===== src/hw/rtl/slc_pkg.sv =====
package slc_pkg;

    // Request codes
    localparam logic [2:0] REQ_WRITE_CELL = 3'd0;
    localparam logic [2:0] REQ_LOAD_IMAGE = 3'd1;
    localparam logic [2:0] REQ_PUSH       = 3'd2;
    localparam logic [2:0] REQ_UPDATE     = 3'd3;
    localparam logic [2:0] REQ_REMOVE     = 3'd4;
    localparam logic [2:0] REQ_READ_PIXEL = 3'd5;

    // Status codes
    localparam logic [1:0] ST_OK      = 2'd0;
    localparam logic [1:0] ST_FULL    = 2'd1;
    localparam logic [1:0] ST_NO_SLOT = 2'd2;
    localparam logic [1:0] ST_UNKNOWN = 2'd3;

    // Configuration register indexes
    localparam logic CFG_SCREEN_WIDTH  = 1'b0;
    localparam logic CFG_SCREEN_HEIGHT = 1'b1;

    localparam int MAX_SPRITES_DEF = 16;
    localparam int SCREEN_MAX_DIM  = 256;
    localparam int STORE_CELLS     = SCREEN_MAX_DIM * SCREEN_MAX_DIM;
    localparam int STORE_AW        = $clog2(STORE_CELLS);
    localparam int CELL_W          = 17;
    localparam int IMAGE_MEM_BYTES = 16384;
    localparam int IMG_AW          = $clog2(IMAGE_MEM_BYTES);

    localparam logic [8:0] SCREEN_WIDTH_RST  = 9'd80;
    localparam logic [7:0] BG_FILL           = 8'h20;
    localparam logic [7:0] CELL_MISS         = 8'hFF;

    typedef struct packed {
        logic [2:0]        req_type;
        logic [STORE_AW-1:0] cell_idx;
        logic              oob;
        logic [7:0]        cell_x;
        logic [7:0]        cell_y;
        logic [7:0]        char_value;
        logic [13:0]       image_addr;
        logic [3:0]        sprite_slot;
        logic signed [9:0] sprite_x;
        logic signed [9:0] sprite_y;
        logic [8:0]        sprite_w;
        logic [8:0]        sprite_h;
    } cmd_t;

    typedef struct packed {
        logic signed [9:0] sx;
        logic signed [9:0] sy;
        logic [8:0]        w;
        logic [8:0]        h;
        logic [13:0]       base;
    } sprite_t;

    typedef struct packed {
        logic [7:0] char_out;
        logic       hit_sprite;
        logic [3:0] hit_slot;
        logic [1:0] status;
    } result_t;

endpackage


===== src/hw/rtl/slc_queue.sv =====
module slc_queue
    import slc_pkg::*;
(
    input  logic clk,
    input  logic rst_n,
    input  logic push,
    input  cmd_t push_cmd,
    input  logic pop,
    output cmd_t head,
    output logic full,
    output logic empty
);
    cmd_t       slot_reg [2];
    logic       wr_ptr_reg;
    logic       rd_ptr_reg;
    logic [1:0] cnt_reg;

    assign full  = (cnt_reg == 2'd2);
    assign empty = (cnt_reg == 2'd0);
    assign head  = slot_reg[rd_ptr_reg];

    // Hold the payload
    always_ff @(posedge clk)
    begin
        if (push)
        begin
            slot_reg[wr_ptr_reg] <= push_cmd;
        end
    end

    // Advance pointers and fill count
    always_ff @(posedge clk or negedge rst_n)
    begin
        if (!rst_n)
        begin
            wr_ptr_reg <= 1'b0;
            rd_ptr_reg <= 1'b0;
            cnt_reg    <= 2'd0;
        end
        else
        begin
            if (push)
            begin
                wr_ptr_reg <= !wr_ptr_reg;
            end
            if (pop)
            begin
                rd_ptr_reg <= !rd_ptr_reg;
            end
            if (push && !pop)
            begin
                cnt_reg <= cnt_reg + 2'd1;
            end
            else if (pop && !push)
            begin
                cnt_reg <= cnt_reg - 2'd1;
            end
        end
    end
endmodule


===== config.mk =====
export PLATFORM = sky130hd
export DESIGN_NAME = slc_queue
export DESIGN_NICKNAME = d
export VERILOG_FILES = /design/src/hw/rtl/slc_pkg.sv /design/src/hw/rtl/slc_queue.sv
export SDC_FILE = /design/constraint.sdc
export NUM_CORES = 1
export LEC_CHECK = 0
export BUFFER_PORTS_ARGS = -buffer_cell sky130_fd_sc_hd__buf_2
export CORE_MARGIN = 2
export CORE_UTILIZATION = 32
export CTS_CLUSTER_SIZE = 14
export DETAILED_ROUTE_END_ITERATION = 12
export PLACE_DENSITY = 0.52
export SYNTH_ARGS = -nofsm -noshare
export SYNTH_HDL_FRONTEND = slang
export SYNTH_SLANG_ARGS = --single-unit

===== constraint.sdc =====
create_clock -name clk -period 5.72 [get_ports clk]
set_clock_uncertainty 0.05 [all_clocks]
set_input_delay 0.286 -clock clk [delete_from_list [all_inputs] [get_ports clk]]
set_output_delay 0.286 -clock clk [all_outputs]
set_load 0.05 [all_outputs]

### Word-level counts from Yosys, hierarchy flattened

Memories as Yosys holds them, arrays and structs flattened.
Index checks and enable logic that the tools add are counted.

* bits in registers: 4
* bits in writable memories: 200
* output and inout port bits: 102
* memories: 1

Memories
* slot_reg: words 2, width 100, rd ports 1, clocked after memory_dff 0, wr ports 1, line slc_queue.sv:13 `cmd_t slot_reg [2];`

* add/sub/neg operators: 2
* equality and inequality tests: 1
* mux-type cells: 4
* reductions and logical operators: 8

Operators with widths (number)
* $logic_not A1 Y1: 4
* $mux W2: 2
* $add A2 B1 Y2 const B: 1
* $eq A2 B2 Y1 const B: 1
* $logic_and A1 B1 Y1: 2
* $logic_not A2 Y1: 1
* $mux W1: 2
* $reduce_bool A2 Y1: 1
* $sub A2 B1 Y2 const B: 1

### Longest topological paths before layout

* depth in word-level cells: 4
* mapped depth: 5
* depth with buffers taken out: 5

### Worst setup path after synthesis

Ideal clock, no wire load.

* kind: flip-flop to flip-flop
* start point: reg wr_ptr_reg
* end point: mem slot_reg[0][0] in the netlist's numbering (enable)
* setup time: 0.572 ns
* arrival time: 4.828 ns
* slack: 0.270 ns
* cell stages (with the launch flop): 2
* path buffers: 0
* clock period less this slack: 5.450 ns
* path through: dfrtp_1 -> nor2b_1

RTL lines
* from (decl): line slc_queue.sv:14 `logic wr_ptr_reg;`
* from (signal assigned): line slc_queue.sv:44 `wr_ptr_reg <= !wr_ptr_reg;`
* to (decl): line slc_queue.sv:13

No word-level cell before the write port.

==> metrics.txt <==
# TYPE chip_impl_metric gauge
chip_impl_metric{name="power_leakage",unit="nW"} 4.34
chip_impl_metric{name="fin_nets",unit=""} 758
chip_impl_metric{name="post-cts-setup-buffer-count",unit=""} 0
chip_impl_metric{name="area_delta_synth_final",unit="%"} 38.0
chip_impl_metric{name="report.final.hold_viol_count",unit=""} 0
chip_impl_metric{name="postPlaceCellArea",unit="µm²"} 9130
chip_impl_metric{name="mappedNetlistNets",unit=""} 432
chip_impl_metric{name="grt_start_max_net_pins",unit=""} 73
chip_impl_metric{name="fmax",unit="MHz"} 304
chip_impl_metric{name="drt-pass1-iter-count",unit=""} 4
chip_impl_metric{name="final.fill_count",unit=""} 2148
chip_impl_info{name="timing.critical_path.to",value="head[90]"} 1
chip_impl_metric{name="cts_made_buffers",unit=""} 23
chip_impl_metric{name="remaining_drc_errors",unit=""} 0
chip_impl_metric{name="grt_usage",unit=""} 0.117
chip_impl_metric{name="finalCritPeriodShare",unit=""} 0.575
chip_impl_metric{name="clk_pin_slew",unit="ns"} 0.05
chip_impl_metric{name="timing.critical_path.required",unit="ns"} 5.38
chip_impl_metric{name="clock_insertion_delay_worst_skew",unit="ns"} 0.49
chip_impl_metric{name="worst-r2r-setup-slack",unit="ns"} 3.16
chip_impl_metric{name="worstPathArrival",unit="ns"} 2.95
chip_impl_metric{name="dieWidth",unit="µm"} 161
chip_impl_metric{name="totalNegativeSetupSlack",unit="ns"} 0
chip_impl_metric{name="final.hold.worst_slack",unit="ns"} 0.0983
chip_impl_metric{name="power_report.internal_total",unit="mW"} 3.57
chip_impl_metric{name="final_core_util",unit=""} 0.448
chip_impl_metric{name="final_design_area_no_fill",unit="µm²"} 10800
chip_impl_metric{name="sw_frac_of_total",unit=""} 0.392
chip_impl_info{name="clockRootBuffer",value="sky130_fd_sc_hd__clkbuf_16"} 1
chip_impl_metric{name="initial_utilization",unit=""} 0.325
chip_impl_info{name="worst_hold_path_type",value="in -> async"} 1
chip_impl_info{name="timing.critical_path.from",value="rd_ptr_reg"} 1
chip_impl_metric{name="synth.yosys.warnings",unit=""} 0
chip_impl_metric{name="clock-sinks",unit=""} 204
chip_impl_metric{name="cts_hold_buffers",unit=""} 103
chip_impl_metric{name="asyncSetResetFlopFracSynth",unit=""} 0.0196
chip_impl_info{name="tritoncts_clock_tree",value="done"} 1
chip_impl_metric{name="worst_pin_slew",unit="ns"} 1.02
chip_impl_metric{name="initialDrtViolationCount",unit=""} 151
chip_impl_metric{name="critical_path_depth",unit=""} 3
chip_impl_metric{name="power-per-cell-area",unit="nW/µm²"} 542
chip_impl_metric{name="routedWlPerCell",unit="µm"} 15.5
chip_impl_info{name="timing.critical_path.max_delay_family",value="flip-flops"} 1
chip_impl_metric{name="area_of_the_die",unit="µm²"} 25800
chip_impl_metric{name="globalRouteOverflowTotal",unit=""} 0
chip_impl_metric{name="timing.critical_path.slowest_cell_delay",unit="ns"} 1.05
chip_impl_metric{name="finalWirelength",unit="µm"} 15300
chip_impl_metric{name="power.net_switching",unit="mW"} 2.30
chip_impl_metric{name="area.sequential",unit="µm²"} 6110
chip_impl_metric{name="comb_power_share",unit=""} 0.408
chip_impl_info{name="startpoint_type",value="flip-flop"} 1
chip_impl_info{name="ys_dominant_reg_cell",value="sky130_fd_sc_hd__edfxtp_1"} 1
chip_impl_metric{name="synth.lib_cells_used.distinct",unit=""} 14
chip_impl_metric{name="hpwl",unit="µm"} 9280
chip_impl_metric{name="power.ir.vdd_worst",unit="mV"} 0.361
chip_impl_metric{name="slew_headroom",unit=""} 0.318
chip_impl_info{name="class_of_the_most_critical_setup_path",value="reg -> out"} 1
chip_impl_metric{name="area_of_combinational_cells_with_multiple_inputs",unit="µm²"} 1560
chip_impl_metric{name="largest_reg_flops",unit=""} 200
chip_impl_metric{name="route.vias.total",unit=""} 4127
chip_impl_metric{name="timing.critical_path.fanout_max",unit=""} 51
chip_impl_metric{name="r2r_cells",unit=""} 2
chip_impl_info{name="slowest_stage",value="sky130_fd_sc_hd__dfrtp_4"} 1
chip_impl_metric{name="final_max_slew_viol_count",unit=""} 0
chip_impl_info{name="end_kind",value="primary output"} 1
chip_impl_metric{name="post_route_cells_drive_above_1_share",unit=""} 0.506
chip_impl_metric{name="synth_enable_flop_cells",unit=""} 200
chip_impl_metric{name="max_cap_violations",unit=""} 0
chip_impl_metric{name="clkPwrFrac",unit=""} 0.224
chip_impl_metric{name="antennaDiodeCount",unit=""} 0
chip_impl_metric{name="drtAntennaViolNets",unit=""} 0
chip_impl_metric{name="setup-violations-final",unit=""} 0
chip_impl_metric{name="port_buffers",unit=""} 205
chip_impl_metric{name="rd_place_congestion",unit=""} 0.718
chip_impl_metric{name="final_worst_setup_slack",unit="ns"} 2.43
chip_impl_info{name="outcome",value="completed"} 1
chip_impl_metric{name="cts_resized",unit=""} 0
chip_impl_metric{name="synth_area_per_cell",unit="µm²"} 24.0
chip_impl_metric{name="seq_area_frac_synth",unit=""} 0.778
chip_impl_metric{name="grt_first_pass_wirelength",unit="µm"} 23900
chip_impl_metric{name="design.core.area",unit="µm²"} 24200
chip_impl_metric{name="ios",unit=""} 206
chip_impl_metric{name="part_of_the_power_in_registers",unit=""} 0.368
chip_impl_metric{name="syn-cell-area",unit="µm²"} 7850
chip_impl_metric{name="avgViaCountPerCell",unit=""} 4.16
chip_impl_metric{name="clk_path_buf_depth",unit=""} 3
chip_impl_metric{name="antenna_found_initial",unit=""} 0
chip_impl_info{name="rsz0062_at_grt",value="false"} 1
chip_impl_info{name="timing.rr.end",value="slot_reg[0][53]"} 1
chip_impl_info{name="cell_by_cell_listing_of_the_critical_path",value="buf_4 -> mux2_2 -> buf_2"} 1
chip_impl_info{name="critical_path.reg2reg.startpoint",value="wr_ptr_reg"} 1
chip_impl_metric{name="fp.dieH",unit="µm"} 161
chip_impl_metric{name="final.min_clock_period",unit="ns"} 3.29
chip_impl_metric{name="number_of_global_route_vias_before_repair",unit=""} 4595
chip_impl_metric{name="ys_ff_latch",unit=""} 204
chip_impl_metric{name="syn_inst",unit=""} 327
chip_impl_metric{name="ctsHtreeMaxLevel",unit=""} 1
chip_impl_metric{name="rows",unit=""} 57
chip_impl_metric{name="detailedPlace.worstSlack",unit="ns"} 2.89
chip_impl_metric{name="critPathBufInv",unit=""} 2
cell usage in the layout, fill, tap and decap left out, types with 2 or more instances in the layout:
cell type,n
sky130_fd_sc_hd__clkbuf_1,7
sky130_fd_sc_hd__mux2_4,90
sky130_fd_sc_hd__clkbuf_16,23
sky130_fd_sc_hd__clkinv_1,7
sky130_fd_sc_hd__nor2_1,2
sky130_fd_sc_hd__xor2_1,4
sky130_fd_sc_hd__buf_2,205
sky130_fd_sc_hd__dfrtp_1,3
sky130_fd_sc_hd__buf_4,4
sky130_fd_sc_hd__mux2_2,10
sky130_fd_sc_hd__dlygate4sd3_1,103
sky130_fd_sc_hd__edfxtp_1,200
how the worst min path moves through the flow:
| stage | cells after the start | slack (ns) | end |
|---|---|---|---|
| global route | 2 | 0.09 | wr_ptr_reg |
| detailed placement | 1 | 0.05 | wr_ptr_reg |
| finish | 2 | 0.1 | wr_ptr_reg |
| global placement | 1 | 0.05 | cnt_reg[1] |
| floorplan | 0 | -0.06 | cnt_reg[0] |
| CTS | 2 | 0.05 | wr_ptr_reg |
routing by layer:
layer	part of all wire	track usage	vias to the layer above
met2	0.51	0.213	141
met5	0	0	-
met1	0.39	0.135	2006
met4	0.024	0.0319	0
li1	-	-	1952
met3	0.068	0.0343	28
worst reg2reg max path, cell delays in order (launching register included):
cell and delay (ns):
sky130_fd_sc_hd__dfrtp_1 0.43, sky130_fd_sc_hd__nor2b_4 0.72, sky130_fd_sc_hd__buf_4 0.94
kinds of logic (layout without fill, tap and decap cells):
kind of cell / count (synthesis) / count (layout) / share of synthesized area
simple gates: 5 / 5 / 0.00335
flops: 204 / 204 / 0.778
buf+inv: 12 / 353 / 0.0255
xor+xnor: 5 / 5 / 0.00558
mux: 100 / 100 / 0.186
fa+ha+maj: 1 / 1 / 0.00159
cell type report:
type | count | share of cell area
timing repair buffer | 312 | 0.193
tap | 324 | 0.0374
inverter | 1 | 0.000346
clock buffer | 30 | 0.0555
multi-input combinational | 111 | 0.144
sequential | 204 | 0.564
clock inverter | 10 | 0.00647
power by group through the flow:
| stage | sequential [mW] | clock (mW) | combinational, mW |
|---|---|---|---|
| floorplan | 2.11 | 0 | 2.12 |
| global placement | 2.19 | 0 | 2.36 |
| detailed placement | 2.20 | 0 | 2.37 |
| CTS | 2.17 | 1.37 | 2.43 |
| global route | 2.20 | 1.42 | 2.50 |
| finish | 2.16 | 1.31 | 2.39 |
synth_stat cells (2+ instances only):
cell                       number  area share
sky130_fd_sc_hd__dfrtp_1        4       0.013
sky130_fd_sc_hd__nor2_1         2     0.00096
sky130_fd_sc_hd__mux2_2        10       0.014
sky130_fd_sc_hd__nor2b_1        2      0.0016
sky130_fd_sc_hd__xor2_1         4      0.0045
sky130_fd_sc_hd__mux2_4        90        0.17
sky130_fd_sc_hd__edfxtp_1     200        0.76
sky130_fd_sc_hd__buf_12         9       0.023
stage by stage:
stage / instances / power [mW]
after detailed placement: 849 / 4.57
after CTS: 992 / 5.97
after global routing: 992 / 6.12
after global placement: 849 / 4.55
after floorplan: 327 / 4.23
final: 992 / 5.87
Power figures use the tool's default switching activity.
