File: src/hw/rtl/slc_pkg.sv
package slc_pkg;

    // Request codes
    localparam logic [2:0] REQ_WRITE_CELL = 3'd0;
    localparam logic [2:0] REQ_LOAD_IMAGE = 3'd1;
    localparam logic [2:0] REQ_PUSH       = 3'd2;
    localparam logic [2:0] REQ_UPDATE     = 3'd3;
    localparam logic [2:0] REQ_REMOVE     = 3'd4;
    localparam logic [2:0] REQ_READ_PIXEL = 3'd5;

    // Status codes
    localparam logic [1:0] ST_OK      = 2'd0;
    localparam logic [1:0] ST_FULL    = 2'd1;
    localparam logic [1:0] ST_NO_SLOT = 2'd2;
    localparam logic [1:0] ST_UNKNOWN = 2'd3;

    // Configuration register indexes
    localparam logic CFG_SCREEN_WIDTH  = 1'b0;
    localparam logic CFG_SCREEN_HEIGHT = 1'b1;

    localparam int MAX_SPRITES_DEF = 16;
    localparam int SCREEN_MAX_DIM  = 256;
    localparam int STORE_CELLS     = SCREEN_MAX_DIM * SCREEN_MAX_DIM;
    localparam int STORE_AW        = $clog2(STORE_CELLS);
    localparam int CELL_W          = 17;
    localparam int IMAGE_MEM_BYTES = 16384;
    localparam int IMG_AW          = $clog2(IMAGE_MEM_BYTES);

    localparam logic [8:0] SCREEN_WIDTH_RST  = 9'd80;
    localparam logic [7:0] BG_FILL           = 8'h20;
    localparam logic [7:0] CELL_MISS         = 8'hFF;

    typedef struct packed {
        logic [2:0]        req_type;
        logic [STORE_AW-1:0] cell_idx;
        logic              oob;
        logic [7:0]        cell_x;
        logic [7:0]        cell_y;
        logic [7:0]        char_value;
        logic [13:0]       image_addr;
        logic [3:0]        sprite_slot;
        logic signed [9:0] sprite_x;
        logic signed [9:0] sprite_y;
        logic [8:0]        sprite_w;
        logic [8:0]        sprite_h;
    } cmd_t;

    typedef struct packed {
        logic signed [9:0] sx;
        logic signed [9:0] sy;
        logic [8:0]        w;
        logic [8:0]        h;
        logic [13:0]       base;
    } sprite_t;

    typedef struct packed {
        logic [7:0] char_out;
        logic       hit_sprite;
        logic [3:0] hit_slot;
        logic [1:0] status;
    } result_t;

endpackage

File: src/hw/rtl/slc_req_if.sv
interface slc_req_if;
    logic              valid;
    logic              ready;
    logic [2:0]        req_type;
    logic [7:0]        cell_x;
    logic [7:0]        cell_y;
    logic [7:0]        char_value;
    logic [13:0]       image_addr;
    logic [3:0]        sprite_slot;
    logic signed [9:0] sprite_x;
    logic signed [9:0] sprite_y;
    logic [8:0]        sprite_w;
    logic [8:0]        sprite_h;

    modport source (output valid, req_type, cell_x, cell_y, char_value, image_addr,
                    sprite_slot, sprite_x, sprite_y, sprite_w, sprite_h, input ready);
    modport sink (input valid, req_type, cell_x, cell_y, char_value, image_addr,
                  sprite_slot, sprite_x, sprite_y, sprite_w, sprite_h, output ready);
endinterface

File: src/hw/rtl/slc_front.sv
module slc_front
    import slc_pkg::*;
(
    slc_req_if.sink    req,
    input  logic [8:0] screen_width,
    input  logic       clear_done,
    input  logic       q_full,
    output logic       q_push,
    output cmd_t       q_cmd
);
    logic [CELL_W-1:0] cell_lin;

    // Form the linear cell index and flag cells past the store
    assign cell_lin = CELL_W'(screen_width) * CELL_W'(req.cell_y) + CELL_W'(req.cell_x);

    assign req.ready = clear_done && !q_full;
    assign q_push    = req.valid && req.ready;

    always_comb
    begin
        q_cmd.req_type    = req.req_type;
        q_cmd.cell_idx    = cell_lin[STORE_AW-1:0];
        q_cmd.oob         = (cell_lin >= CELL_W'(STORE_CELLS));
        q_cmd.cell_x      = req.cell_x;
        q_cmd.cell_y      = req.cell_y;
        q_cmd.char_value  = req.char_value;
        q_cmd.image_addr  = req.image_addr;
        q_cmd.sprite_slot = req.sprite_slot;
        q_cmd.sprite_x    = req.sprite_x;
        q_cmd.sprite_y    = req.sprite_y;
        q_cmd.sprite_w    = req.sprite_w;
        q_cmd.sprite_h    = req.sprite_h;
    end
endmodule

File: src/flat_wrapper.sv
// flat-port wrapper written by rule: the top's interface ports become plain ports
module slc_front_flat import slc_pkg::*;
  (screen_width, clear_done, q_full, q_push, q_cmd, req_valid, req_req_type, req_cell_x, req_cell_y, req_char_value, req_image_addr, req_sprite_slot, req_sprite_x, req_sprite_y, req_sprite_w, req_sprite_h, req_ready);
  slc_req_if req_i ();
  input  logic [8:0] screen_width;
  input  logic clear_done;
  input  logic q_full;
  output logic q_push;
  output cmd_t q_cmd;
  input wire logic [$bits(req_i.valid)-1:0] req_valid;
  input wire logic [$bits(req_i.req_type)-1:0] req_req_type;
  input wire logic [$bits(req_i.cell_x)-1:0] req_cell_x;
  input wire logic [$bits(req_i.cell_y)-1:0] req_cell_y;
  input wire logic [$bits(req_i.char_value)-1:0] req_char_value;
  input wire logic [$bits(req_i.image_addr)-1:0] req_image_addr;
  input wire logic [$bits(req_i.sprite_slot)-1:0] req_sprite_slot;
  input wire logic [$bits(req_i.sprite_x)-1:0] req_sprite_x;
  input wire logic [$bits(req_i.sprite_y)-1:0] req_sprite_y;
  input wire logic [$bits(req_i.sprite_w)-1:0] req_sprite_w;
  input wire logic [$bits(req_i.sprite_h)-1:0] req_sprite_h;
  output wire logic [$bits(req_i.ready)-1:0] req_ready;
  assign req_i.valid = req_valid;
  assign req_i.req_type = req_req_type;
  assign req_i.cell_x = req_cell_x;
  assign req_i.cell_y = req_cell_y;
  assign req_i.char_value = req_char_value;
  assign req_i.image_addr = req_image_addr;
  assign req_i.sprite_slot = req_sprite_slot;
  assign req_i.sprite_x = req_sprite_x;
  assign req_i.sprite_y = req_sprite_y;
  assign req_i.sprite_w = req_sprite_w;
  assign req_i.sprite_h = req_sprite_h;
  assign req_ready = req_i.ready;
  slc_front u_core (.req(req_i), .screen_width(screen_width), .clear_done(clear_done), .q_full(q_full), .q_push(q_push), .q_cmd(q_cmd));
endmodule
File: config.mk
export PLATFORM = sky130hd
export DESIGN_NAME = slc_front_flat
export DESIGN_NICKNAME = d
export VERILOG_FILES = /design/src/hw/rtl/slc_pkg.sv /design/src/hw/rtl/slc_req_if.sv /design/src/hw/rtl/slc_front.sv /design/src/flat_wrapper.sv
export SDC_FILE = /design/constraint.sdc
export NUM_CORES = 1
export LEC_CHECK = 0
export ABC_AREA = 1
export BUFFER_PORTS_ARGS = -buffer_cell sky130_fd_sc_hd__clkbuf_2
export CORE_ASPECT_RATIO = 1.1
export CORE_MARGIN = 1.5
export CORE_UTILIZATION = 50
export DETAILED_ROUTE_END_ITERATION = 12
export GPL_TIMING_DRIVEN = 1
export PLACE_DENSITY = 0.95
export REMOVE_ABC_BUFFERS = 1
export SYNTH_ARGS = -nofsm -noshare
export SYNTH_HDL_FRONTEND = slang
export SYNTH_SLANG_ARGS = --single-unit
File: constraint.sdc
create_clock -name vclk -period 11.9
set_clock_uncertainty 0.2 [all_clocks]
set_input_delay 0.595 -clock vclk [all_inputs]
set_output_delay 0.595 -clock vclk [all_outputs]
set_load 0.02 [all_outputs]
* Word level (Yosys, flattened, before mapping)
Cells that the tools add are included.
** Word-level totals
- Input port bits :: 95
- Flip-flop bits (word level) :: 0
- Output and inout bits :: 102
** Cells by class
- Reductions and logical operators :: 3
- Add/sub/neg operators :: 1
- $lt $le $gt $ge :: 1
- Multiply operators :: 1
** Operators by type and width (count)
- adder 17 x 8 -> 17 bit :: 1
- greater-or-equal comparator 17 bit, second input constant :: 1
- multiplier 9 x 8 -> 17 bit :: 1
- logical AND 1 bit :: 2
- logical NOT 1 bit :: 1

* Logic depth before layout (Yosys ltp)
Gate-level depths: netlist of run 1.
- Word-level depth :: 3
- Gate-level depth with buffers :: 20

* Worst setup path before layout of run 1
OpenSTA, ideal clock, no wires.
- Path type :: input to output
- Start point :: in req_cell_y[1]
- End point :: out q_cmd[89] (netlist bit)
- Cell stages on the path :: 15
- Path slack :: 7.031 ns
- Arrival :: 4.074 ns
- Buffers on the path :: 1
- Cell sequence :: clkbuf_1 nand2_1 fa_1 inv_1 fa_1 inv_1 fa_1 fa_1 inv_1 ha_1 nand2_2 nor2_1 nand2_1 nand3_2 xor2_1
** RTL lines
- start: declaration :: RTL line flat_wrapper.sv:13 : input wire logic [$bits(req_i.cell_y)-1:0] req_cell_y;
- end: declaration :: RTL line flat_wrapper.sv:9 : output cmd_t q_cmd;

==> results.toml, run 1 <==
[outcome]
status = "finished clean"

[die]
die_area_um2 = 7470
num_io_pins = 197
num_rows = 31
die_y_um = 90.5
start_util = 0.521
die_w_um = 82.5
core_um2 = 6670

[timing]
rsz0062_at_grt = "false"
slew_violations = 0
setup_viol = 0
fin_hold_ws_ns = 0.990
hold_violations = 0
fin_crit_ns = 5.13
tightest_slew_ns = 0.250
fmax_mhz = 195
fin_setup_tns_ns = 0
fin_crit_sh = 0.431
relSlewSlack = 0.833

[cells_and_area]
layout-drive-gt1-share = 0.158
multi_input_area_um2 = 2260
sequential_cell_total = 0
area_delta_synth_final_pct = -7.73
final_cells = 551
mostFrequentLayoutCells = "inv_1, nand2_1, clkbuf_2"
n_fill_cell = 668
clockBufferCount = 0
layout_commonest_cell = "inv_1"
fin_nets = 654
seqCellArea_um2 = 0
num_antenna_cells = 0

[detailed_routing]
viasPerCell = 5.07
post_drt_wl_per_cell_um = 22.3
drt_iter0_drc = 206
drc = 0
postRouteAntennaNets = 0
via_count = 2791
first_pass_iters = 4
wl_um = 12300

[worst_setup_path]
crit_slowest_cell = "fa_1"
cp-start-kind = "input pin"
cp-end-kind = "primary output"
crit_fanout = 10
crit_required_ns = 11.11
crit_path_max_incr_delay_ns = 0.55
path_common_cell = "nand2_1"
path_buf_inv = 5
crit_arrival_ns = 4.33
crit_type = "in2out"
crit_path_cell_trace = "clkbuf_2 > nand2_1 > inv_1 > fa_1 > fa_1 > fa_1 > inv_1 > fa_1 > inv_1 > ha_1 > nand2_1 > nand2_1 > nand2_1 > nand2_1 > a21oi_1 > xnor2_1 > clkbuf_2"
cp_top_family = "adder cells"

[grt]
antenna_found_initial = 0
grt.met2_usage = 0.584
grt_pass1_wl_um = 17400
grt_usage = 0.336
use_met1 = 0.249
grt-busiest-layer = "met2"
grt_max_degree = 11
grt_use_met3 = 0.291
grt-ovfl-total = 0
grt_pass1_vias = 2725

[synth]
syn_inst = 506
synth_top_family_by_area = "adder cells"
synth_seq_area_share = 0
synthSimpleGateAreaFrac = 0.194
synth-xor-area-share = 0.0201
syn-cell-area_um2 = 3480
synth.mux.area_fraction = 0
synth_fa_ha_area_frac = 0.424
yosys_warnings = 0
syn_area_per_cell_um2 = 6.87
synth_compound_gate_area_share = 0.0122
ys_types = 19

[placement]
io_buffers = 63
place_inst = 551
dp_hpwl_um = 11500
gp_congestion = 0.959

[pwr]
power.density_nw_per_um2 = 199
p_seq_frac = 0
combPwrFrac = 1.000
p_leak_nw = 2.29
clkPwrFrac = 0
p_sw_frac = 0.646
power.switching_w = 0.000413
intPower_w = 0.000226
ir_drop_uv = 171

[clock_network]
post-cts-setup-buffers = 0
ctsResizeCount = 0
cts.hold.buffers_added = 0

[worst_hold_path]
hold_path.class = "in2out"

[run]
drv_cap = 0
[per-layer routing]
layer  wire length [um]  vias to the layer above  part of all wire
li1                   -                     1285                 -
met1               2870                     1264              0.23
met2               6150                      216              0.50
met3               2580                       20              0.21
met4                522                        6             0.043
met5                152                        -             0.012
[layout make-up]
cell class / count / share of cell area
Inverter: 141 / 0.165
Tap cell: 82 / 0.0320
Multi-Input combinational cell: 265 / 0.705
Timing Repair Buffer: 63 / 0.0982
[logic make-up after synthesis]
logic type	after synthesis
buf+inv	241
fa+ha+maj	88
simple gates	161
xor+xnor	8
compound gates	8
[power by group through the flow]
| stage | Sequential, W | Clock (W) | Combinational (W) |
|---|---|---|---|
| after floorplan | 0 | 0 | 0.000469 |
| after global placement | 0 | 0 | 0.000629 |
| after detailed placement | 0 | 0 | 0.000639 |
| after CTS | 0 | 0 | 0.000642 |
| after global routing | 0 | 0 | 0.000710 |
| final | 0 | 0 | 0.000639 |
[cells in the mapped netlist]
cell	instances	area, um2
buf_4	83	623
nand4_1	3	18.8
fa_1	50	1000
nor3b_1	1	7.51
inv_2	2	7.51
inv_1	138	518
clkinv_1	1	3.75
nor3_4	1	16.3
xnor2_1	4	35.0
nand2_1	123	462
ha_1	38	475
o21bai_1	1	7.51
clkbuf_1	17	63.8
a21oi_1	7	35.0
nor2_1	14	52.6
nand3_1	11	55.1
nand3_2	3	30.0
xor2_1	4	35.0
nand2_2	5	31.3
[path summary, 6_finish.rpt]
| kind | to | slack [ns] | start | depth (start not counted) |
|---|---|---|---|---|
| min | q_cmd[57] | 0.99 | req_char_value[1] | 0 |
| max | q_cmd[92] | 6.77 | req_cell_y[7] | 17 |
[through the flow]
stage	cell area (um2)	setup WS, ns	utilization	power [W]
floorplan	2790	7.26	-	0.000469
global route	3210	6.53	0.481	0.000710
detailed placement	3210	6.79	0.481	0.000639
global placement	3210	6.85	0.481	0.000629
finish	3210	6.77	0.481	0.000639
CTS	3210	6.78	0.481	0.000642
No activity file was read; power rests on OpenSTA's default activity.
==> inputs of run 2 (changes only) <==
CORE_UTILIZATION = 47   (was 50)
clock period = 5.2 ns   (was 11.9 ns; I/O delays follow)
==> run 2 against run 1 <==
Net effect:
- cell count is 0.54% higher
- final area is 0.12% higher
- critical path depth is 2 higher
- clock-buffer cell count stayed put
- total power is 130% higher
- first-iteration DRC count is 17% higher
- die area is 6.2% higher
- utilization is 2.8 points lower
- largest cell class unchanged
- the flow now finishes with violations (DRC)
==> results.toml, run 2 (synthesis gave the netlist of run 1 again) <==
[outcome]
status = "complete, but fails checks"
violations = "DRC"

[cells_and_area]
layout_commonest_cell = "inv_1"
sequential_cell_total = 0
area_delta_synth_final_pct = -7.63
fin_nets = 654
final_cells = 554
clockBufferCount = 0
layout-drive-gt1-share = 0.158
num_antenna_cells = 0
final_util = 0.453
seqCellArea_um2 = 0
mostFrequentLayoutCells = "inv_1, nand2_1, clkbuf_2"
final_area_um2 = 3210

[detailed_routing]
drt_iter0_drc = 240
post_drt_wl_per_cell_um = 22.4
viasPerCell = 5.06
drc = 16
wl_um = 12400
postRouteAntennaNets = 0
via_count = 2801
first_pass_iters = 8

[die]
die_area_um2 = 7930
core_um2 = 7090
start_util = 0.491
num_rows = 32
die_y_um = 93.2
die_w_um = 85.0
num_io_pins = 197

[worst_setup_path]
cp-end-kind = "primary output"
crit_type = "in2out"
crit_required_ns = 4.74
critPathLaunch = "req_cell_y[7]"
crit_fanout = 10
crit_arrival_ns = 3.98
cp-start-kind = "input pin"

[pwr]
ir_drop_uv = 331
p_leak_nw = 2.29
power.density_nw_per_um2 = 458

[run]
drv_cap = 0

[grt]
grt_pass1_vias = 2780
grt_pass1_wl_um = 17700
grt-ovfl-total = 0
grt_usage = 0.316
grt_max_degree = 11
antenna_found_initial = 0

[clock_network]
post-cts-setup-buffers = 0
cts.hold.buffers_added = 0
ctsResizeCount = 0

[timing]
fin_crit_ns = 4.44
fin_crit_sh = 0.854
tightest_slew_ns = 0.245
setup_viol = 0
fin_setup_tns_ns = 0
hold_violations = 0
rsz0062_at_grt = "false"
relSlewSlack = 0.837
fmax_mhz = 225
slew_violations = 0

[placement]
io_buffers = 63
placed_area_um2 = 3210
dp_hpwl_um = 11600
gp_congestion = 0.948
place_inst = 554

[worst_hold_path]
min-delay-start = "req_image_addr[12]"
hold_path.class = "in2out"
## run 2: cell counts in the layout (fill, tap and decap cells not counted)
No cell type changed its count.
## run 2: worst paths after layout
| check | slack [ns] | end | cells after the start |
|---|---|---|---|
| setup / recovery | 0.76 | q_cmd[80] | 19 |
| hold / removal | 0.32 | q_cmd[54] | 0 |
## run 2: layout make-up
| class | instances | area [um2] |
|---|---|---|
| well taps | 85 | 106 |
| fillers | 706 | 3870 |
| repair buffers | 63 | 315 |
| multi-input cells | 265 | 2260 |
| inverters | 141 | 529 |
## run 2: critical path, stage by stage
cell and delay (ns):
clkbuf_2 0.17, nand2_1 0.09, inv_1 0.06, fa_1 0.52, fa_1 0.54, fa_1 0.56
inv_1 0.06, fa_1 0.53, inv_1 0.04, ha_1 0.36, nand2_1 0.10, inv_2 0.07
nand2_1 0.11, nor3_4 0.13, nand2_2 0.07, nand2_1 0.07, nand2_1 0.04, nand2_1 0.05
clkbuf_2 0.16
## run 2: routing by layer
metal | GRT usage | share of wire | vias to the layer above
li1 | - | - | 1279
met1 | 0.224 | 0.23 | 1287
met2 | 0.554 | 0.48 | 205
met3 | 0.326 | 0.24 | 26
met4 | 0.0765 | 0.046 | 4
met5 | 0.119 | 0.0069 | -
## run 2: power breakdown
group	internal, W	switching [W]	total [W]
sequential	0	0	0
combinational	0.000518	0.000954	0.00147
clock	0	0	0
## run 2: metrics by stage
| stage | worst slack, ns | total power [W] | hold slack [ns] |
|---|---|---|---|
| floorplan | 1.23 | 0.00107 | 0.320 |
| global placement | 0.785 | 0.00145 | 0.320 |
| detailed placement | 0.750 | 0.00148 | 0.320 |
| CTS | 0.748 | 0.00148 | 0.320 |
| global route | 0.537 | 0.00164 | 0.320 |
| finish | 0.759 | 0.00147 | 0.320 |
